[src/sv/jsof_pkg.sv]
`timescale 1ns / 1ps
// ----------------------------------------------------------------------------
// jsof_pkg
// Shared types, marker codes and helpers for the JPEG frame-size parser.
// ----------------------------------------------------------------------------
package jsof_pkg;

  localparam logic [7:0] MARKER_PREFIX = 8'hFF;
  localparam logic [7:0] MARKER_SOI    = 8'hD8;
  localparam logic [7:0] MARKER_EOI    = 8'hD9;
  localparam logic [7:0] MARKER_SOS    = 8'hDA;
  localparam logic [7:0] MARKER_TEM    = 8'h01;

  // payload bytes counted up to this value, then held
  localparam logic [2:0] PREFIX_FULL   = 3'd4;
  // sof body offset counted up to this value, then held
  localparam logic [2:0] OFFSET_FULL   = 3'd5;

  typedef enum logic [7:0] {
    PH_SOI0  = 8'b0000_0001,
    PH_SOI1  = 8'b0000_0010,
    PH_MARK  = 8'b0000_0100,
    PH_FILL  = 8'b0000_1000,
    PH_LENHI = 8'b0001_0000,
    PH_LENLO = 8'b0010_0000,
    PH_BODY  = 8'b0100_0000,
    PH_DONE  = 8'b1000_0000
  } phase_t;

  typedef enum logic [1:0] {
    CLS_OTHER = 2'd0,
    CLS_SOF   = 2'd1,
    CLS_SOS   = 2'd2
  } marker_class_t;

  typedef enum logic [2:0] {
    ST_FOUND       = 3'd0,
    ST_NO_SOI      = 3'd1,
    ST_BAD_MARKER  = 3'd2,
    ST_TRUNC_LEN   = 3'd3,
    ST_BAD_SEG_LEN = 3'd4,
    ST_SHORT_SOF   = 3'd5,
    ST_ZERO_SIZE   = 3'd6,
    ST_NOT_FOUND   = 3'd7
  } status_t;

  typedef struct packed {
    logic [7:0] data_byte;
    logic       first_byte;
    logic       last_byte;
  } item_t;

  typedef struct packed {
    status_t     status;
    logic [15:0] image_width;
    logic [15:0] image_height;
  } result_t;

  function automatic logic is_frame_marker(input logic [7:0] m);
    return (m >= 8'hC0 && m <= 8'hC3) || (m >= 8'hC5 && m <= 8'hC7) ||
           (m >= 8'hC9 && m <= 8'hCB) || (m >= 8'hCD && m <= 8'hCF);
  endfunction

  function automatic logic is_lone_marker(input logic [7:0] m);
    return (m == MARKER_TEM) || (m >= 8'hD0 && m <= 8'hD9);
  endfunction

endpackage

[src/sv/jsof_byte_if.sv]
`timescale 1ns / 1ps
// ----------------------------------------------------------------------------
// jsof_byte_if
// Valid/ready channel carrying one payload byte with first/last marks.
// ----------------------------------------------------------------------------
interface jsof_byte_if;
  logic       valid;
  logic       ready;
  logic [7:0] data_byte;
  logic       first_byte;
  logic       last_byte;

  modport source (output valid, output data_byte, output first_byte,
                  output last_byte, input ready);
  modport sink   (input valid, input data_byte, input first_byte,
                  input last_byte, output ready);
endinterface

[src/sv/jsof_result_if.sv]
`timescale 1ns / 1ps
// ----------------------------------------------------------------------------
// jsof_result_if
// Valid/ready channel carrying one parse result: status and frame size.
// ----------------------------------------------------------------------------
interface jsof_result_if;
  logic        valid;
  logic        ready;
  logic [2:0]  status;
  logic [15:0] image_width;
  logic [15:0] image_height;

  modport source (output valid, output status, output image_width,
                  output image_height, input ready);
  modport sink   (input valid, input status, input image_width,
                  input image_height, output ready);
endinterface

[src/sv/jsof_step.sv]
`timescale 1ns / 1ps
// ----------------------------------------------------------------------------
// jsof_step
// Parser state registers and the per-byte next-state and result logic.
// ----------------------------------------------------------------------------
module jsof_step (
  input  logic            clk,
  input  logic            rst,
  input  logic            take,
  input  jsof_pkg::item_t item,
  output logic            hit,
  output jsof_pkg::result_t result
);
  import jsof_pkg::*;

  phase_t        phase;
  logic [2:0]    prefix_count;
  logic [7:0]    length_high;
  logic [15:0]   segment_remaining;
  logic [2:0]    segment_offset;
  marker_class_t marker_class;
  logic [15:0]   frame_height;
  logic [15:0]   frame_width;

  phase_t        cur_phase;
  logic [2:0]    cur_prefix;
  logic [7:0]    cur_length_high;
  logic [15:0]   cur_remaining;
  logic [2:0]    cur_offset;
  marker_class_t cur_class;
  logic [15:0]   cur_height;
  logic [15:0]   cur_width;

  phase_t        phase_next;
  logic [2:0]    prefix_count_next;
  logic [7:0]    length_high_next;
  logic [15:0]   segment_remaining_next;
  logic [2:0]    segment_offset_next;
  marker_class_t marker_class_next;
  logic [15:0]   frame_height_next;
  logic [15:0]   frame_width_next;

  logic [15:0]   seg_len;
  logic          seg_end;
  logic          have_status;
  status_t       status;

  // a first byte restarts from the reset state
  always_comb begin
    if (item.first_byte) begin
      cur_phase       = PH_SOI0;
      cur_prefix      = '0;
      cur_length_high = '0;
      cur_remaining   = '0;
      cur_offset      = '0;
      cur_class       = CLS_OTHER;
      cur_height      = '0;
      cur_width       = '0;
    end else begin
      cur_phase       = phase;
      cur_prefix      = prefix_count;
      cur_length_high = length_high;
      cur_remaining   = segment_remaining;
      cur_offset      = segment_offset;
      cur_class       = marker_class;
      cur_height      = frame_height;
      cur_width       = frame_width;
    end
  end

  always_comb begin
    phase_next             = cur_phase;
    prefix_count_next      = cur_prefix;
    length_high_next       = cur_length_high;
    segment_remaining_next = cur_remaining;
    segment_offset_next    = cur_offset;
    marker_class_next      = cur_class;
    frame_height_next      = cur_height;
    frame_width_next       = cur_width;
    seg_len                = {cur_length_high, item.data_byte};
    seg_end                = 1'b0;
    have_status            = 1'b0;
    status                 = ST_FOUND;

    if (cur_phase != PH_DONE) begin
      if (cur_prefix < PREFIX_FULL) begin
        prefix_count_next = cur_prefix + 3'd1;
      end

      if (item.last_byte && prefix_count_next < PREFIX_FULL) begin
        have_status = 1'b1;
        status      = ST_NO_SOI;
      end else begin
        unique case (cur_phase)
          PH_SOI0: begin
            if (item.data_byte != MARKER_PREFIX) begin
              have_status = 1'b1;
              status      = ST_NO_SOI;
            end else begin
              phase_next = PH_SOI1;
            end
          end
          PH_SOI1: begin
            if (item.data_byte != MARKER_SOI) begin
              have_status = 1'b1;
              status      = ST_NO_SOI;
            end else begin
              phase_next = PH_MARK;
            end
          end
          PH_MARK: begin
            if (item.data_byte != MARKER_PREFIX) begin
              have_status = 1'b1;
              status      = ST_BAD_MARKER;
            end else begin
              phase_next = PH_FILL;
            end
          end
          PH_FILL: begin
            if (item.data_byte == MARKER_PREFIX) begin
              phase_next = PH_FILL;
            end else if (is_lone_marker(item.data_byte)) begin
              if (item.data_byte == MARKER_EOI) begin
                have_status = 1'b1;
                status      = ST_NOT_FOUND;
              end else begin
                phase_next = PH_MARK;
              end
            end else begin
              if (item.data_byte == MARKER_SOS) begin
                marker_class_next = CLS_SOS;
              end else if (is_frame_marker(item.data_byte)) begin
                marker_class_next = CLS_SOF;
              end else begin
                marker_class_next = CLS_OTHER;
              end
              phase_next = PH_LENHI;
            end
          end
          PH_LENHI: begin
            length_high_next = item.data_byte;
            phase_next       = PH_LENLO;
          end
          PH_LENLO: begin
            if (seg_len < 16'd2) begin
              have_status = 1'b1;
              status      = ST_BAD_SEG_LEN;
            end else begin
              segment_remaining_next = seg_len - 16'd2;
              segment_offset_next    = '0;
              phase_next             = PH_BODY;
              seg_end                = (seg_len == 16'd2);
            end
          end
          PH_BODY: begin
            if (cur_class == CLS_SOF) begin
              if (cur_offset == 3'd1 || cur_offset == 3'd2) begin
                frame_height_next = {cur_height[7:0], item.data_byte};
              end else if (cur_offset == 3'd3 || cur_offset == 3'd4) begin
                frame_width_next = {cur_width[7:0], item.data_byte};
              end
            end
            if (cur_offset < OFFSET_FULL) begin
              segment_offset_next = cur_offset + 3'd1;
            end
            segment_remaining_next = cur_remaining - 16'd1;
            seg_end                = (segment_remaining_next == 16'd0);
          end
          default: begin
            phase_next = PH_DONE;
          end
        endcase

        // all bytes of a segment are in
        if (seg_end) begin
          if (marker_class_next == CLS_SOS) begin
            have_status = 1'b1;
            status      = ST_NOT_FOUND;
          end else if (marker_class_next == CLS_SOF) begin
            have_status = 1'b1;
            if (segment_offset_next < OFFSET_FULL) begin
              status = ST_SHORT_SOF;
            end else if (frame_height_next == 16'd0 || frame_width_next == 16'd0) begin
              status = ST_ZERO_SIZE;
            end else begin
              status = ST_FOUND;
            end
          end else begin
            phase_next = PH_MARK;
          end
        end
      end

      // payload ended with no verdict yet
      if (!have_status && item.last_byte) begin
        have_status = 1'b1;
        if (phase_next == PH_LENHI || phase_next == PH_LENLO) begin
          status = ST_TRUNC_LEN;
        end else if (phase_next == PH_BODY) begin
          status = ST_BAD_SEG_LEN;
        end else begin
          status = ST_NOT_FOUND;
        end
      end

      if (have_status) begin
        phase_next = PH_DONE;
      end
    end
  end

  always_comb begin
    hit           = have_status;
    result.status = status;
    if (status == ST_FOUND) begin
      result.image_width  = frame_width_next;
      result.image_height = frame_height_next;
    end else begin
      result.image_width  = '0;
      result.image_height = '0;
    end
  end

  always_ff @(posedge clk) begin
    if (rst) begin
      phase             <= PH_SOI0;
      prefix_count      <= '0;
      length_high       <= '0;
      segment_remaining <= '0;
      segment_offset    <= '0;
      marker_class      <= CLS_OTHER;
      frame_height      <= '0;
      frame_width       <= '0;
    end else if (take) begin
      phase             <= phase_next;
      prefix_count      <= prefix_count_next;
      length_high       <= length_high_next;
      segment_remaining <= segment_remaining_next;
      segment_offset    <= segment_offset_next;
      marker_class      <= marker_class_next;
      frame_height      <= frame_height_next;
      frame_width       <= frame_width_next;
    end
  end

endmodule

[src/sv/jpeg_sof_dimension_parser.sv]
`timescale 1ns / 1ps
// a byte is held in the input register, and its result in the output register
// throughput: one byte per cycle while results are taken; the input register
//   holds one byte while a finished result waits on the output register
// one result per payload; bytes after it are dropped until the next first byte
// reset (rst, synchronous) empties both registers and waits for a first SOI byte
// ----------------------------------------------------------------------------
// jpeg_sof_dimension_parser
// Walks JPEG marker segments byte by byte and reports the first SOF frame size.
// ----------------------------------------------------------------------------
module jpeg_sof_dimension_parser (
  input  logic         clk,
  input  logic         rst,
  jsof_byte_if.sink    payload_bytes,
  jsof_result_if.source frame_result
);
  import jsof_pkg::*;

  logic    hold_valid;
  item_t   hold_item;
  logic    take;
  logic    hit;
  result_t step_result;
  logic    out_valid;
  result_t out_result;

  // byte leaves the input register only when the result slot can take it
  assign take                = hold_valid && (!out_valid || frame_result.ready);
  assign payload_bytes.ready = !hold_valid || take;

  always_ff @(posedge clk) begin
    if (rst) begin
      hold_valid <= 1'b0;
    end else if (payload_bytes.valid && payload_bytes.ready) begin
      hold_valid <= 1'b1;
    end else if (take) begin
      hold_valid <= 1'b0;
    end
  end

  always_ff @(posedge clk) begin
    if (payload_bytes.valid && payload_bytes.ready) begin
      hold_item.data_byte  <= payload_bytes.data_byte;
      hold_item.first_byte <= payload_bytes.first_byte;
      hold_item.last_byte  <= payload_bytes.last_byte;
    end
  end

  jsof_step u_step (
    .clk    (clk),
    .rst    (rst),
    .take   (take),
    .item   (hold_item),
    .hit    (hit),
    .result (step_result)
  );

  always_ff @(posedge clk) begin
    if (rst) begin
      out_valid <= 1'b0;
    end else if (take && hit) begin
      out_valid <= 1'b1;
    end else if (frame_result.ready) begin
      out_valid <= 1'b0;
    end
  end

  always_ff @(posedge clk) begin
    if (take && hit) begin
      out_result <= step_result;
    end
  end

  assign frame_result.valid        = out_valid;
  assign frame_result.status       = out_result.status;
  assign frame_result.image_width  = out_result.image_width;
  assign frame_result.image_height = out_result.image_height;

endmodule

[src/flat_wrapper.sv]
// flat-port wrapper written by rule: the top's interface ports become plain ports
module jpeg_sof_dimension_parser_flat import jsof_pkg::*;
  (clk, rst, payload_bytes_valid, payload_bytes_data_byte, payload_bytes_first_byte, payload_bytes_last_byte, payload_bytes_ready, frame_result_valid, frame_result_status, frame_result_image_width, frame_result_image_height, frame_result_ready);
  jsof_byte_if payload_bytes_i ();
  jsof_result_if frame_result_i ();
  input  logic clk;
  input  logic rst;
  input wire logic [$bits(payload_bytes_i.valid)-1:0] payload_bytes_valid;
  input wire logic [$bits(payload_bytes_i.data_byte)-1:0] payload_bytes_data_byte;
  input wire logic [$bits(payload_bytes_i.first_byte)-1:0] payload_bytes_first_byte;
  input wire logic [$bits(payload_bytes_i.last_byte)-1:0] payload_bytes_last_byte;
  output wire logic [$bits(payload_bytes_i.ready)-1:0] payload_bytes_ready;
  output wire logic [$bits(frame_result_i.valid)-1:0] frame_result_valid;
  output wire logic [$bits(frame_result_i.status)-1:0] frame_result_status;
  output wire logic [$bits(frame_result_i.image_width)-1:0] frame_result_image_width;
  output wire logic [$bits(frame_result_i.image_height)-1:0] frame_result_image_height;
  input wire logic [$bits(frame_result_i.ready)-1:0] frame_result_ready;
  assign payload_bytes_i.valid = payload_bytes_valid;
  assign payload_bytes_i.data_byte = payload_bytes_data_byte;
  assign payload_bytes_i.first_byte = payload_bytes_first_byte;
  assign payload_bytes_i.last_byte = payload_bytes_last_byte;
  assign payload_bytes_ready = payload_bytes_i.ready;
  assign frame_result_valid = frame_result_i.valid;
  assign frame_result_status = frame_result_i.status;
  assign frame_result_image_width = frame_result_i.image_width;
  assign frame_result_image_height = frame_result_i.image_height;
  assign frame_result_i.ready = frame_result_ready;
  jpeg_sof_dimension_parser u_core (.clk(clk), .rst(rst), .payload_bytes(payload_bytes_i), .frame_result(frame_result_i));
endmodule
[config.mk]
export PLATFORM = sky130hd
export DESIGN_NAME = jpeg_sof_dimension_parser_flat
export DESIGN_NICKNAME = d
export VERILOG_FILES = /design/src/sv/jsof_pkg.sv /design/src/sv/jsof_byte_if.sv /design/src/sv/jsof_result_if.sv /design/src/sv/jsof_step.sv /design/src/sv/jpeg_sof_dimension_parser.sv /design/src/flat_wrapper.sv
export SDC_FILE = /design/constraint.sdc
export NUM_CORES = 1
export LEC_CHECK = 0
export BUFFER_PORTS_ARGS = -buffer_cell sky130_fd_sc_hd__buf_2
export CAP_MARGIN = 20
export CORE_AREA = 2 2 155 96
export DETAILED_ROUTE_END_ITERATION = 16
export DIE_AREA = 0 0 157 98
export GPL_TIMING_DRIVEN = 0
export PLACE_DENSITY = 0.68
export SETUP_SLACK_MARGIN = 0.2
export SLEW_MARGIN = 20
export SYNTH_ARGS = -nofsm -noshare
export SYNTH_HDL_FRONTEND = slang
export SYNTH_HIERARCHICAL = 1
export SYNTH_SLANG_ARGS = --single-unit
[constraint.sdc]
create_clock -name clk -period 6.35 [get_ports clk]
set_clock_uncertainty 0.15 [all_clocks]
set_input_delay 1.27 -clock clk [delete_from_list [all_inputs] [get_ports clk]]
set_output_delay 1.27 -clock clk [all_outputs]
set_load 0.05 [all_outputs]
# [Yosys cells after proc, flatten, opt, wreduce, memory -nomap -nowiden]
# Cells that the tools add are included.
[op_classes] order_cmp=15 mux=105 n_bitwise=0 addsub=4 n_reduce_logical=30 shift=0 n_eq_ne=25 n_mul=0 div_mod_pow=0
[ops] op="2-to-1 mux 16 bit" count=21
[ops] op="2-to-1 mux 8 bit" count=19
[ops] op="2-to-1 mux 3 bit" count=24
[ops] op="one-hot mux 8 bit (7 select lines)" count=1
[ops] op="logical NOT 16 bit" count=3
[ops] op="greater-or-equal comparator 8 bit (second input constant)" count=5
[ops] op="less-or-equal comparator 8 bit (second input constant)" count=5
[ops] op="one-hot mux 16 bit (2 select lines)" count=1
[ops] op="== test 8 bit (second input constant)" count=3
[ops] op="2-to-1 mux 1 bit" count=24
[ops] op="inequality test 8 bit (second input constant)" count=3
[ops] op="2-to-1 mux 2 bit" count=11
[ops] op="== test 16 x 2 -> 1 bit (second input constant)" count=1
[ops] op="== test 8 x 1 -> 1 bit (second input constant)" count=2
[ops] op="== test 8 x 5 -> 1 bit (second input constant)" count=2
[ops] op="== test 8 x 6 -> 1 bit (second input constant)" count=2
[ops] op="== test 8 x 7 -> 1 bit (second input constant)" count=2
[ops] op="< comparator 16 x 2 -> 1 bit (second input constant)" count=1
[ops] op="subtractor 16 x 1 -> 16 bit (second input constant)" count=1
[ops] op="subtractor 16 x 2 -> 16 bit (second input constant)" count=1
[ops] op="one-hot mux 3 bit (5 select lines)" count=1
[ops] op="< comparator 3 bit (second input constant)" count=4
[ops] op="logical AND 1 bit" count=10
[ops] op="logical OR 1 bit" count=10
[ops] op="16 further kinds" count=22
[totals] latch_bits=0 mem_count=0 mem_bits_rw=0 rom_bits=0 wordCells=195 ff_bits=119 input_bits=14 out_inout_bits=37

# [Logic depth before layout (Yosys ltp)]
# Gate-level depths: netlist (run 1).
[depth] word_depth=25 ltp_mapped=17 ltp_nobuf=14

# [Hierarchy]
# Netlist (run 1), hierarchy kept.
[by_module_without_submodules] module="jsof_step" instances=1 area_each_um2=5440.2 cells_each=733 seq_area_each_um2=1441.4
[by_module_without_submodules] module="jpeg_sof_dimension_parser" instances=1 area_each_um2=1453.9 cells_each=56 seq_area_each_um2=1391.3

# [Least setup slack after synthesis (run 1)]
# Ideal clock, no wire load.
[synth_timing] path_kind="flip-flop to flip-flop" startpoint="register u_core/hold_item[1] (netlist name)" endpoint="register u_core.out_result (netlist bit u_core/frame_result.image_height[0]), enable pin" setup_time_ns=0.431 synth_period_minus_slack_ns=5.077 setup_slack_ns=1.273 path_buffers=3 arrival_time_ns=4.496 required_time_ns=5.769 path_stages_with_launch=16 path_cell_list="edfxtp_1 inv_1 clkbuf_1 buf_1 nand2_1 ha_1 clkbuf_1 xor2_1 nor4_1 nand3_1 o31a_1 nor2_1 nor3b_1 nor2_1 nand2_1 nor2b_1"
[synth_between] elab_chain_len=18 elab_cells_between_ends=47 cone_classes="2 x add/sub; 3 x order compare; 10 x eq/ne; 26 x mux; 6 x reduce/logical"
[synth_rtl] item="from (decl)" line="jpeg_sof_dimension_parser.sv:20" rtl="item_t hold_item;"
[synth_rtl] item="branches (longest 16 deep; another with subtractor 16 x 1 -> 16 bit)"
[synth_rtl] item="2-to-1 mux 1 bit (*)" line="jsof_step.sv:85" rtl="if (cur_phase != PH_DONE) begin"
[synth_rtl] item="net u_core.hit" line="jpeg_sof_dimension_parser.sv:22" rtl="logic hit;"
[synth_rtl] item="logical AND 1 bit (*)" line="jpeg_sof_dimension_parser.sv:69" rtl="if (take && hit) begin"
[synth_rtl] item="to (signal assigned)" line="jpeg_sof_dimension_parser.sv:70" rtl="out_result <= step_result;"
[synth_rtl] item="to (decl)" line="jpeg_sof_dimension_parser.sv:25" rtl="result_t out_result;"
# Mark *: on every way through the listed nets, which the timed path passes. The select of a mux whose other input is x is not followed.
# A chain may end at the register's enable or synchronous reset.

# [Final worst setup path (run 1)]
[layout_timing] startpoint="register u_core/hold_item[1] (netlist name)" endpoint="register u_core.u_step.frame_height[9]"
[layout_between] elab_chain_len=10 elab_cells_between_ends=24 cone_classes="1 x add/sub; 2 x order compare; 5 x eq/ne; 14 x mux; 2 x reduce/logical"
[layout_rtl] item="branches (longest 9 deep; another with adder 3 x 1 -> 3 bit)"
[layout_rtl] item="2-to-1 mux 16 bit (*)" line="jsof_step.sv:85"
[layout_rtl] item="to (signal assigned)" line="jsof_step.sv:241" rtl="frame_height <= frame_height_next;"
[layout_rtl] item="to (decl)" line="jsof_step.sv:22" rtl="logic [15:0] frame_height;"
# Mark *: on every way between the ends. The select of a mux whose other input is x is not followed.

==> results_dict.tcl, run 1 <==
set metrics [dict create \
    synth_top_area_share 0.2149 \
    synth-seq-cells 119 \
    min_path_cells 2 \
    wirelength_um 23650 \
    cp.arrival_ns 6.05 \
    first_iter_violations 864 \
    vdd_drop_max_mv 0.1411 \
    syn_nets 812 \
    grt_setup_unrepaired "false" \
    ys_seq_area_frac 0.4109 \
    fp.dieW_um 157 \
    clockBufferDepth 2 \
    cts-root-buf "clkbuf_16" \
    clkLatencyLatePin_ns 0.42 \
    synth_warnings 6 \
    drv_slew 0 \
    worst-r2r-cell-count 16 \
    syn_area_um2 6894 \
    place_hpwl_um 17510 \
    dr.pass1.iters 6 \
    min-delay-start "u_core/u_step/prefix_count[0]" \
    hp-class "flip-flop to flip-flop" \
    synthArstFlopShare 0 \
    syn-mean-instance-area_um2 8.738 \
    period_share 0.9239 \
    grt.overflow.total 0 \
    yosys.area.top_type "dfxtp_1" \
    viasPerCell 6.380 \
    synth_ff_type "dfxtp_1" \
    hold-path-endpoint "u_core/u_step/prefix_count[0]" \
    clock_sinks 119 \
    rrSetupSlack_ns 0.48 \
    critPathKind "flip-flop to flip-flop" \
    via_count 6827 \
    clk_pin_slew_ns 0.06 \
    rr_startpoint "u_core/hold_item[1]" \
    start_kind "flip-flop" \
    outcome "completed" \
    grt_usage 0.3141 \
    drive_gt1_frac 0.1743 \
    tritoncts "yes" \
    core-area_um2 14080 \
    cts_hold_buf 0 \
    antenna_found_initial 0 \
    pwr_density_cell_nw_per_um2 246.8 \
    ys_types 70 \
    cts_made_buffers 17 \
    p_leak_nw 2.860 \
    instances_no_fill 1070 \
    post-route-drc-count 0 \
    r2r-end "u_core/u_step/frame_height[9]" \
    worstSetupEndpointType "flip-flop" \
    numPortBuffers 50 \
    finalSetupViolCount 0 \
    worst_slew_pin_slew_ns 0.9579 \
    n_antenna_cell 0 \
    grt_max_degree 27 \
    slew_headroom 0.3555 \
    place_inst 1038 \
    syn_inst 789 \
    cts_setup_buffers 0 \
    synthTopCellsByArea "dfxtp_1 21%, edfxtp_1 20%, a22oi_1 7.7%, nor2_1 7.1%, o21ai_0 3.0%" \
    cp_max_fo 10 \
    min_period_ns 5.867 \
    hold_slack_ns 0.3371 \
    area_growth_pct 16.88 \
    pin_count 51 \
    grt_pass1_vias 6338 \
    timing.fmax_mhz 170.4 \
    fin_util 0.5722 \
    cap_viol_max_count 0 \
    synth_edf_count 45 \
    wl_per_cell_um 22.11 \
    initial_core_util 0.4896 \
    globalplace.congestion 0.9712 \
    crit_required_ns 6.53 \
    htreeDepth 4 \
    num-nets-final 882 \
    hold_viol 0 \
    grt_pass1_wl_um 36410 \
    die_area_um2 15390 \
    startpoint "u_core/hold_item[1]" \
    rows 34 \
    die_height_um 98 \
    ant_nets 0 \
]
## sequential cells by signal (all words and copies together), names as in the netlist, 8 cells and up
signal / flops
u_core/frame_result.image_height: 16
u_core/frame_result.image_width: 16
u_core/hold_item: 10
u_core/u_step/frame_height: 16
u_core/u_step/frame_width: 16
u_core/u_step/length_high: 8
u_core/u_step/phase: 8
u_core/u_step/segment_remaining: 16
## how the worst max path moves through the flow
stage,endpoint,slack [ns]
final,u_core/u_step/frame_height[9],0.48
after global routing,u_core/u_step/frame_height[9],0.24
after CTS,u_core/u_step/frame_height[9],0.28
after detailed placement,u_core/u_step/frame_width[6],0.20
after global placement,u_core/frame_result.image_width[7],-0.71
after floorplan,u_core/frame_result.image_height[0],1.27
## stage by stage
step	instance area (um^2)	total power, mW	TNS [ns]	setup slack, ns
floorplan	6894	0.9112	0	1.273
finish	8058	1.989	0	0.4831
global route	8058	2.042	0	0.2449
detailed placement	7427	0.9627	0	0.1983
global placement	7392	0.9574	-24.82	-0.7128
CTS	8055	1.993	0	0.2789
## area by class of cell
class                      count  area [um^2]
fill                        1279         6023
multi-input combinational    599         3770
sequential                   119         2833
clock buffer                  17        425.4
timing repair buffer          51        277.8
tap                          198        247.7
buffer                        54        239.0
clock inverter                15        201.4
inverter                      17        63.81
## metal layers
| layer | GRT usage | wire length, um |
|---|---|---|
| met5 | 0 | 0 |
| met4 | 0.1094 | 493 |
| met3 | 0.08167 | 2824 |
| met2 | 0.4372 | 9736 |
| met1 | 0.4680 | 10600 |
## synthesized netlist by cell type, types with 4 or more instances
| master | n |
|---|---|
| xnor2_1 | 9 |
| nor2b_1 | 9 |
| buf_2 | 8 |
| dfxtp_1 | 74 |
| a22oi_1 | 71 |
| o211ai_1 | 5 |
| nor3_1 | 25 |
| nor4b_1 | 5 |
| clkbuf_1 | 39 |
| edfxtp_1 | 45 |
| inv_1 | 17 |
| nor4_1 | 21 |
| mux2i_1 | 19 |
| nor2_2 | 18 |
| xor2_1 | 5 |
| nor2_1 | 131 |
| a31oi_1 | 8 |
| nor3_2 | 17 |
| a21oi_1 | 37 |
| o22ai_1 | 8 |
| o31ai_1 | 4 |
| o21ai_0 | 41 |
| o21ai_1 | 5 |
| nand2_1 | 45 |
| nand4b_1 | 5 |
| nand3_1 | 13 |
| and2_1 | 7 |
| or3_1 | 4 |
| buf_1 | 4 |
| a32oi_1 | 5 |
| nand4_1 | 7 |
| nand2b_1 | 4 |
| a21boi_0 | 4 |
| ha_1 | 9 |
## kinds of logic after synthesis
| kind of cell | synth area share |
|---|---|
| XOR/XNOR | 0.01779 |
| AND/OR/NAND/NOR | 0.2701 |
| AO/OA/AOI/OAI | 0.2123 |
| buffers and inverters | 0.04337 |
| multiplexers | 0.02922 |
| flip-flops | 0.4109 |
| adder cells (fa/ha/maj) | 0.01633 |
## critical path, cell delays in order, from the launching register on
cell      delay (ns)
edfxtp_1        0.51
clkbuf_1        0.54
clkbuf_2        0.42
clkbuf_2        0.36
clkbuf_2        0.37
buf_1           0.48
nor2b_1         0.12
ha_1            0.25
and3b_1         0.20
clkbuf_1        0.37
or2_2           0.20
clkbuf_1        0.30
nor2_2          0.21
o21ai_1         0.46
clkbuf_1        0.47
a22oi_1         0.20
nor2_1          0.16
## cell usage in the layout (no fill, tap or decap), types with 25 or more instances in the layout
cell / netlist / layout
dfxtp_1: 74 / 74
buf_2: 8 / 58
a21oi_1: 37 / 37
clkbuf_1: 39 / 36
o21ai_0: 41 / 41
edfxtp_1: 45 / 45
a22oi_1: 71 / 71
nor3_1: 25 / 25
nand2_1: 45 / 45
nor2_1: 131 / 131
## where the power goes
part           internal, mW  switching, mW  total, mW  leakage (nW)
clock                 0.635          0.403       1.04         0.306
sequential            0.801        0.00815      0.809          1.08
combinational        0.0331          0.109      0.142          1.47
total                  1.47          0.519       1.99          2.86
## timing repair
action | in CTS | in global routing
setup endpoints to repair | 20 | 56
gates resized for setup | 1 | 4
gates cloned | 0 | 0
Note: power is estimated with default switching activity, not from simulation.
==> run 2, diff against run 1 <==
- ABC_AREA: default -> 1
- CORE_AREA: 2 2 155 96 -> 2 2 166 103
- DIE_AREA: 0 0 157 98 -> 0 0 168 105
- PLACE_DENSITY: 0.68 -> 0.67
==> results_dict.tcl, run 2 <==
set metrics [dict create \
    grt_pass1_vias 7452 \
    grt_setup_unrepaired "false" \
    core-area_um2 15990 \
    viasPerCell 5.676 \
    worst-r2r-cell-count 17 \
    vdd_drop_max_mv 0.1657 \
    yosysMostFrequentCell "nand2_1" \
    numPortBuffers 50 \
    synth_edf_count 45 \
    finalSetupViolCount 0 \
    yosys.area.top_type "dfxtp_1" \
    cts-root-buf "clkbuf_16" \
    timing.fmax_mhz 198.9 \
    p_leak_nw 4.045 \
    pwr_density_cell_nw_per_um2 244.3 \
    fin_setup_tns_ns 0 \
    n_antenna_cell 0 \
    critPathKind "flip-flop to flip-flop" \
    fillCellCount 1612 \
    hold_viol 0 \
    seqPwrFrac 0.385 \
    wl_met1_um 12760 \
    die_area_um2 17640 \
    combPwrFrac 0.160 \
    p_sw_uw 669.2 \
    synth_ff_type "dfxtp_1" \
    p_clk_frac 0.455 \
    die_height_um 105 \
    syn_inst 1213 \
    swShare 0.3023 \
    ys_seq_area_frac 0.3578 \
    crit_buf_inv 7 \
    rows 36 \
    synth_warnings 6 \
    place_hpwl_um 19960 \
    post-route-drc-count 0 \
    period_share 0.7918 \
    final_common_cell "nand2_1" \
    cts_hold_buf 0 \
    grt_max_degree 29 \
    first_iter_violations 1221 \
    postCtsResizedCells 0 \
    cap_viol_max_count 0 \
    cts_made_buffers 17 \
    crit_chain "clkbuf_1 -> buf_1 -> clkbuf_1 -> nor2_1 -> ha_1 -> nor3_2 -> buf_2 -> inv_1 -> buf_2 -> o21ai_0 -> nand3_1 -> nor3_1 -> nand2_1 -> nand2_1 -> nand2_2 -> buf_6 -> nor2_1" \
    path_delay_family "buffers and inverters" \
    via_count 8542 \
    grt_pass1_wl_um 41260 \
    hp-class "flip-flop to flip-flop" \
    instances_no_fill 1505 \
    wl_per_cell_um 17.64 \
    cp.arrival_ns 5.14 \
    min_path_cells 2 \
    start_kind "flip-flop" \
    slowest_delay_ns 0.61 \
    mostFrequentLayoutCells "300 x nand2_1, 142 x inv_1, 139 x nor2_1" \
    fp.dieW_um 168 \
    area_growth_pct 14.44 \
    top_layer_used "met4" \
    grt_usage 0.3037 \
    syn-mean-instance-area_um2 6.527 \
    wl_met2_um 10070 \
    clk_pin_slew_ns 0.06 \
    wirelength_um 26550 \
    grt.overflow.total 0 \
    ys_types 43 \
    drive_gt1_frac 0.1281 \
    num-nets-final 1306 \
    synth_top_area_share 0.1871 \
    place_inst 1473 \
    pin_count 51 \
    synth-seq-cells 119 \
    crit_required_ns 6.46 \
    cp_max_fo 10 \
    ys_top_cells_by_count "300 x nand2_1, 142 x inv_1, 140 x nor2_1" \
    syn_area_um2 7918 \
    drv_slew 0 \
    clock_sinks 119 \
    initial_core_util 0.4951 \
    cts_setup_buffers 0 \
    min_period_ns 5.028 \
    globalplace.congestion 1.028 \
    worstSetupEndpointType "flip-flop" \
    dr.pass1.iters 6 \
    worst_slew_pin_slew_ns 0.8111 \
    synthArstFlopShare 0 \
    detailroute.wirelength.met3_um 3452 \
    htreeDepth 4 \
    tritoncts "yes" \
    syn_nets 1236 \
    clkLatencyLatePin_ns 0.42 \
    ant_nets 0 \
    outcome "completed" \
    clockBufferDepth 2 \
    slew_headroom 0.4548 \
    antenna_found_initial 0 \
    synthTopCellsByArea "dfxtp_1 19%, edfxtp_1 17%, nand2_1 14%, a21oi_1 6.8%, inv_1 6.7%" \
    cp.depth 17 \
    cpMaxStageDelayCell "clkbuf_1" \
    p_int_mw 1.545 \
]
## run 2: cell count changes in the layout (fill, tap and decap cells not counted), moves of 15 or more
cell / delta
nand2_1: +255
a22oi_1: -71
o21ai_0: +49
o211ai_1: +15
nor4_1: -20
inv_1: +125
nor3_2: -16
a21oi_1: +71
mux2i_1: -19
nand3_1: +46
## run 2: kinds of logic (layout without fill, tap and decap cells)
logic type | count (synthesis) | count (layout) | synth area share
xor gates and xnor gates | 15 | 15 | 0.01659
adders and majority gates | 9 | 9 | 0.01422
DFF | 119 | 119 | 0.3578
and+or+nand+nor | 599 | 599 | 0.3225
AOI/OAI and AO/OA | 257 | 257 | 0.1781
buffers and inverters | 214 | 297 | 0.1108
## run 2: worst paths after layout
check                    startpoint                                  end  slack (ns)
min          u_core/u_step/phase[0]               u_core/u_step/phase[0]        0.31
max             u_core/hold_item[1]  u_core/frame_result.image_width[12]        1.32
min reg2reg  u_core/u_step/phase[0]               u_core/u_step/phase[0]        0.31
max reg2reg     u_core/hold_item[1]  u_core/frame_result.image_width[12]        1.32
## run 2: per-layer routing
| metal | track usage | vias up |
|---|---|---|
| met4 | 0.06087 | 0 |
| met1 | 0.4778 | 3914 |
| met5 | 0 | - |
| li1 | - | 4089 |
| met3 | 0.08939 | 27 |
| met2 | 0.3999 | 512 |
## run 2: worst register-to-register path, stage by stage (launching register included)
cell	delay (ns)
edfxtp_1	0.55
clkbuf_1	0.61
buf_1	0.51
clkbuf_1	0.45
nor2_1	0.13
ha_1	0.25
nor3_2	0.23
buf_2	0.26
inv_1	0.09
buf_2	0.19
o21ai_0	0.33
nand3_1	0.13
nor3_1	0.25
nand2_1	0.13
nand2_1	0.16
nand2_2	0.15
buf_6	0.19
nor2_1	0.11
## run 2: power by group through the flow
stage                     sequential (mW)  clock (mW)  combinational [mW]
after floorplan                     0.893           0               0.213
after global placement              0.867           0               0.335
after detailed placement            0.867           0               0.341
after CTS                           0.851        1.02               0.343
after global routing                0.855        1.05               0.387
final                               0.852        1.01               0.354
## run 2: metrics by stage
step                utilization  instance area [um^2]  setup slack [ns]  power (mW)  hold WS, ns
floorplan                     -                  7918             1.628       1.106       0.2891
global placement         0.5272                  8429           -0.1575       1.203       0.3042
detailed placement       0.5289                  8457             1.559       1.208       0.3085
CTS                      0.5667                  9061             1.532       2.209       0.3176
global route             0.5667                  9061             1.063       2.294       0.3399
finish                   0.5667                  9061             1.322       2.214       0.3111
## run 2: layout make-up
type                            instances  area, um^2  area share
Timing Repair Buffer                   51       270.3     0.02983
Inverter                              155       581.8     0.06421
Multi-Input combinational cell        880        4215      0.4652
Clock inverter                         14       175.2     0.01933
Clock buffer                           18       429.2     0.04736
Buffer                                 59       295.3     0.03259
Sequential cell                       119        2833      0.3126
Tap cell                              209       261.5     0.02886
==> run 3, diff against run 2 <==
- clock period: 6.35 -> 4.65 ns (I/O delays scaled with it)
==> results_dict.tcl, run 3 (synthesis results as in run 2) <==
set metrics [dict create \
    fp.dieW_um 168 \
    mostFrequentLayoutCells "298 x nand2_1, 140 x inv_1, 137 x nor2_1" \
    core-area_um2 15990 \
    path_delay_family "buffers and inverters" \
    rows 36 \
    post-route-drc-count 0 \
    start_kind "flip-flop" \
    wirelength_um 26400 \
    critPathKind "flip-flop to flip-flop" \
    slew_headroom 0.4859 \
    period_share 0.9332 \
    pin_count 51 \
    path_common_cell "buf_2" \
    p_clk_frac 0.431 \
    crit_buf_inv 7 \
    slowest_delay_ns 0.47 \
    crit_required_ns 4.72 \
    min-delay-start "u_core/u_step/phase[0]" \
    die_height_um 105 \
    viasPerCell 5.617 \
    initial_core_util 0.4951 \
    place_inst 1473 \
    cts-root-buf "clkbuf_16" \
    via_count 8487 \
    outcome "completed" \
    rr_startpoint "u_core/hold_item[1]" \
    grt_max_degree 29 \
    p_leak_nw 4.045 \
    startpoint "u_core/hold_item[1]" \
    vdd_drop_max_mv 0.2800 \
    p_int_mw 2.003 \
    final_common_cell "nand2_1" \
    die_area_um2 17640 \
    worst_slew_pin_slew_ns 0.7711 \
    clock_sinks 119 \
    cp.arrival_ns 4.40 \
    min_period_ns 4.340 \
    drive_gt1_frac 0.1399 \
    grt.overflow.total 0 \
    combPwrFrac 0.169 \
    wl_per_cell_um 17.47 \
    total_power_mw 2.908 \
    hold_viol 0 \
    cpMaxStageDelayCell "edfxtp_1" \
    tritoncts "yes" \
    cts_hold_buf 0 \
    clkLatencyLatePin_ns 0.41 \
    numPortBuffers 50 \
    hp-class "flip-flop to flip-flop" \
    area_growth_pct 14.98 \
    grt_pass1_vias 7548 \
    drv_slew 0 \
    instances_no_fill 1511 \
    clk_pin_slew_ns 0.06 \
    cts_made_buffers 17 \
    grt_setup_unrepaired "false" \
    dpl_cell_area_um2 8457 \
    post-route-cell-area_um2 9104 \
    worstSetupEndpointType "flip-flop" \
    num-nets-final 1311 \
    htreeDepth 4 \
    p_sw_uw 905.7 \
    clockBufferDepth 2 \
    grt_usage 0.3032 \
    cp_max_fo 10 \
    swShare 0.3114 \
    place_hpwl_um 19810 \
    antenna_found_initial 0 \
    globalplace.congestion 0.9957 \
    timing.fmax_mhz 230.4 \
    dr.pass1.iters 6 \
    crit_chain "buf_4 -> clkbuf_2 -> buf_2 -> clkbuf_2 -> nor2_1 -> ha_1 -> nor3_2 -> buf_2 -> inv_1 -> buf_2 -> o21ai_0 -> nand3_1 -> nor3_1 -> nand2_1 -> nand2_1 -> nand2_2 -> nor2_1" \
    seqPwrFrac 0.400 \
    finalSetupViolCount 0 \
    pwr_density_cell_nw_per_um2 319.5 \
    grt_pass1_wl_um 41490 \
    cap_viol_max_count 0 \
    ant_nets 0 \
    first_iter_violations 1054 \
]
-- run 3: path summary, 6_finish.rpt --
kind	endpoint	depth (start not counted)	slack, ns
worst max-delay path	u_core/frame_result.image_height[0]	17	0.31
worst max register to register	u_core/frame_result.image_height[0]	17	0.31
worst min register to register	u_core/u_step/phase[0]	2	0.31
worst min-delay path	u_core/u_step/phase[0]	2	0.31
-- run 3: power by group through the flow --
stage               logic (mW)  clock network [mW]  registers [mW]
CTS                      0.471                1.27            1.16
finish                   0.493                1.25            1.16
global route             0.537                1.32            1.17
floorplan                0.291                   0            1.22
detailed placement       0.465                   0            1.18
global placement         0.459                   0            1.18
-- run 3: worst min-delay path, delay by kind of cell, from the launching register on --
kind	cells	cell delay [ns]
AND/OR/NAND/NOR	2	0.10
flip-flops	1	0.32
-- run 3: layout make-up --
type	instances	area, um^2
antenna	1	2.502
buffer	59	321.6
clock buffer	18	429.2
clock inverter	14	126.4
fill	1541	6887
inverter	155	584.3
multi-input combinational	880	4238
sequential	119	2833
tap	209	261.5
timing repair buffer	56	307.8
-- run 3: metrics by stage --
| step | utilization | hold WS (ns) | setup slack, ns | TNS (ns) |
|---|---|---|---|---|
| after floorplan | - | 0.2891 | 0.4997 | 0 |
| after global placement | 0.5273 | 0.3037 | -0.9691 | -33.89 |
| after detailed placement | 0.5289 | 0.3055 | -0.06259 | -1.640 |
| after CTS | 0.5649 | 0.3148 | 0.2171 | 0 |
| after global routing | 0.5692 | 0.3415 | 0.1931 | 0 |
| final | 0.5693 | 0.3150 | 0.3104 | 0 |
-- run 3: routing by layer --
layer  GRT usage  vias to the layer above  routed length [um]
met5           0                        -                   0
met4     0.06894                        0                 354
met3     0.09015                       39                3599
met2      0.3976                      498                9848
met1      0.4744                     3850               12600
li1            -                     4100                   -
-- run 3: what timing repair did --
action	4_1_cts	5_1_grt
buffers inserted	2	3
pin swaps	1	1
resized for setup	3	21
endpoints found under the setup margin	67	88
cloned	0	0
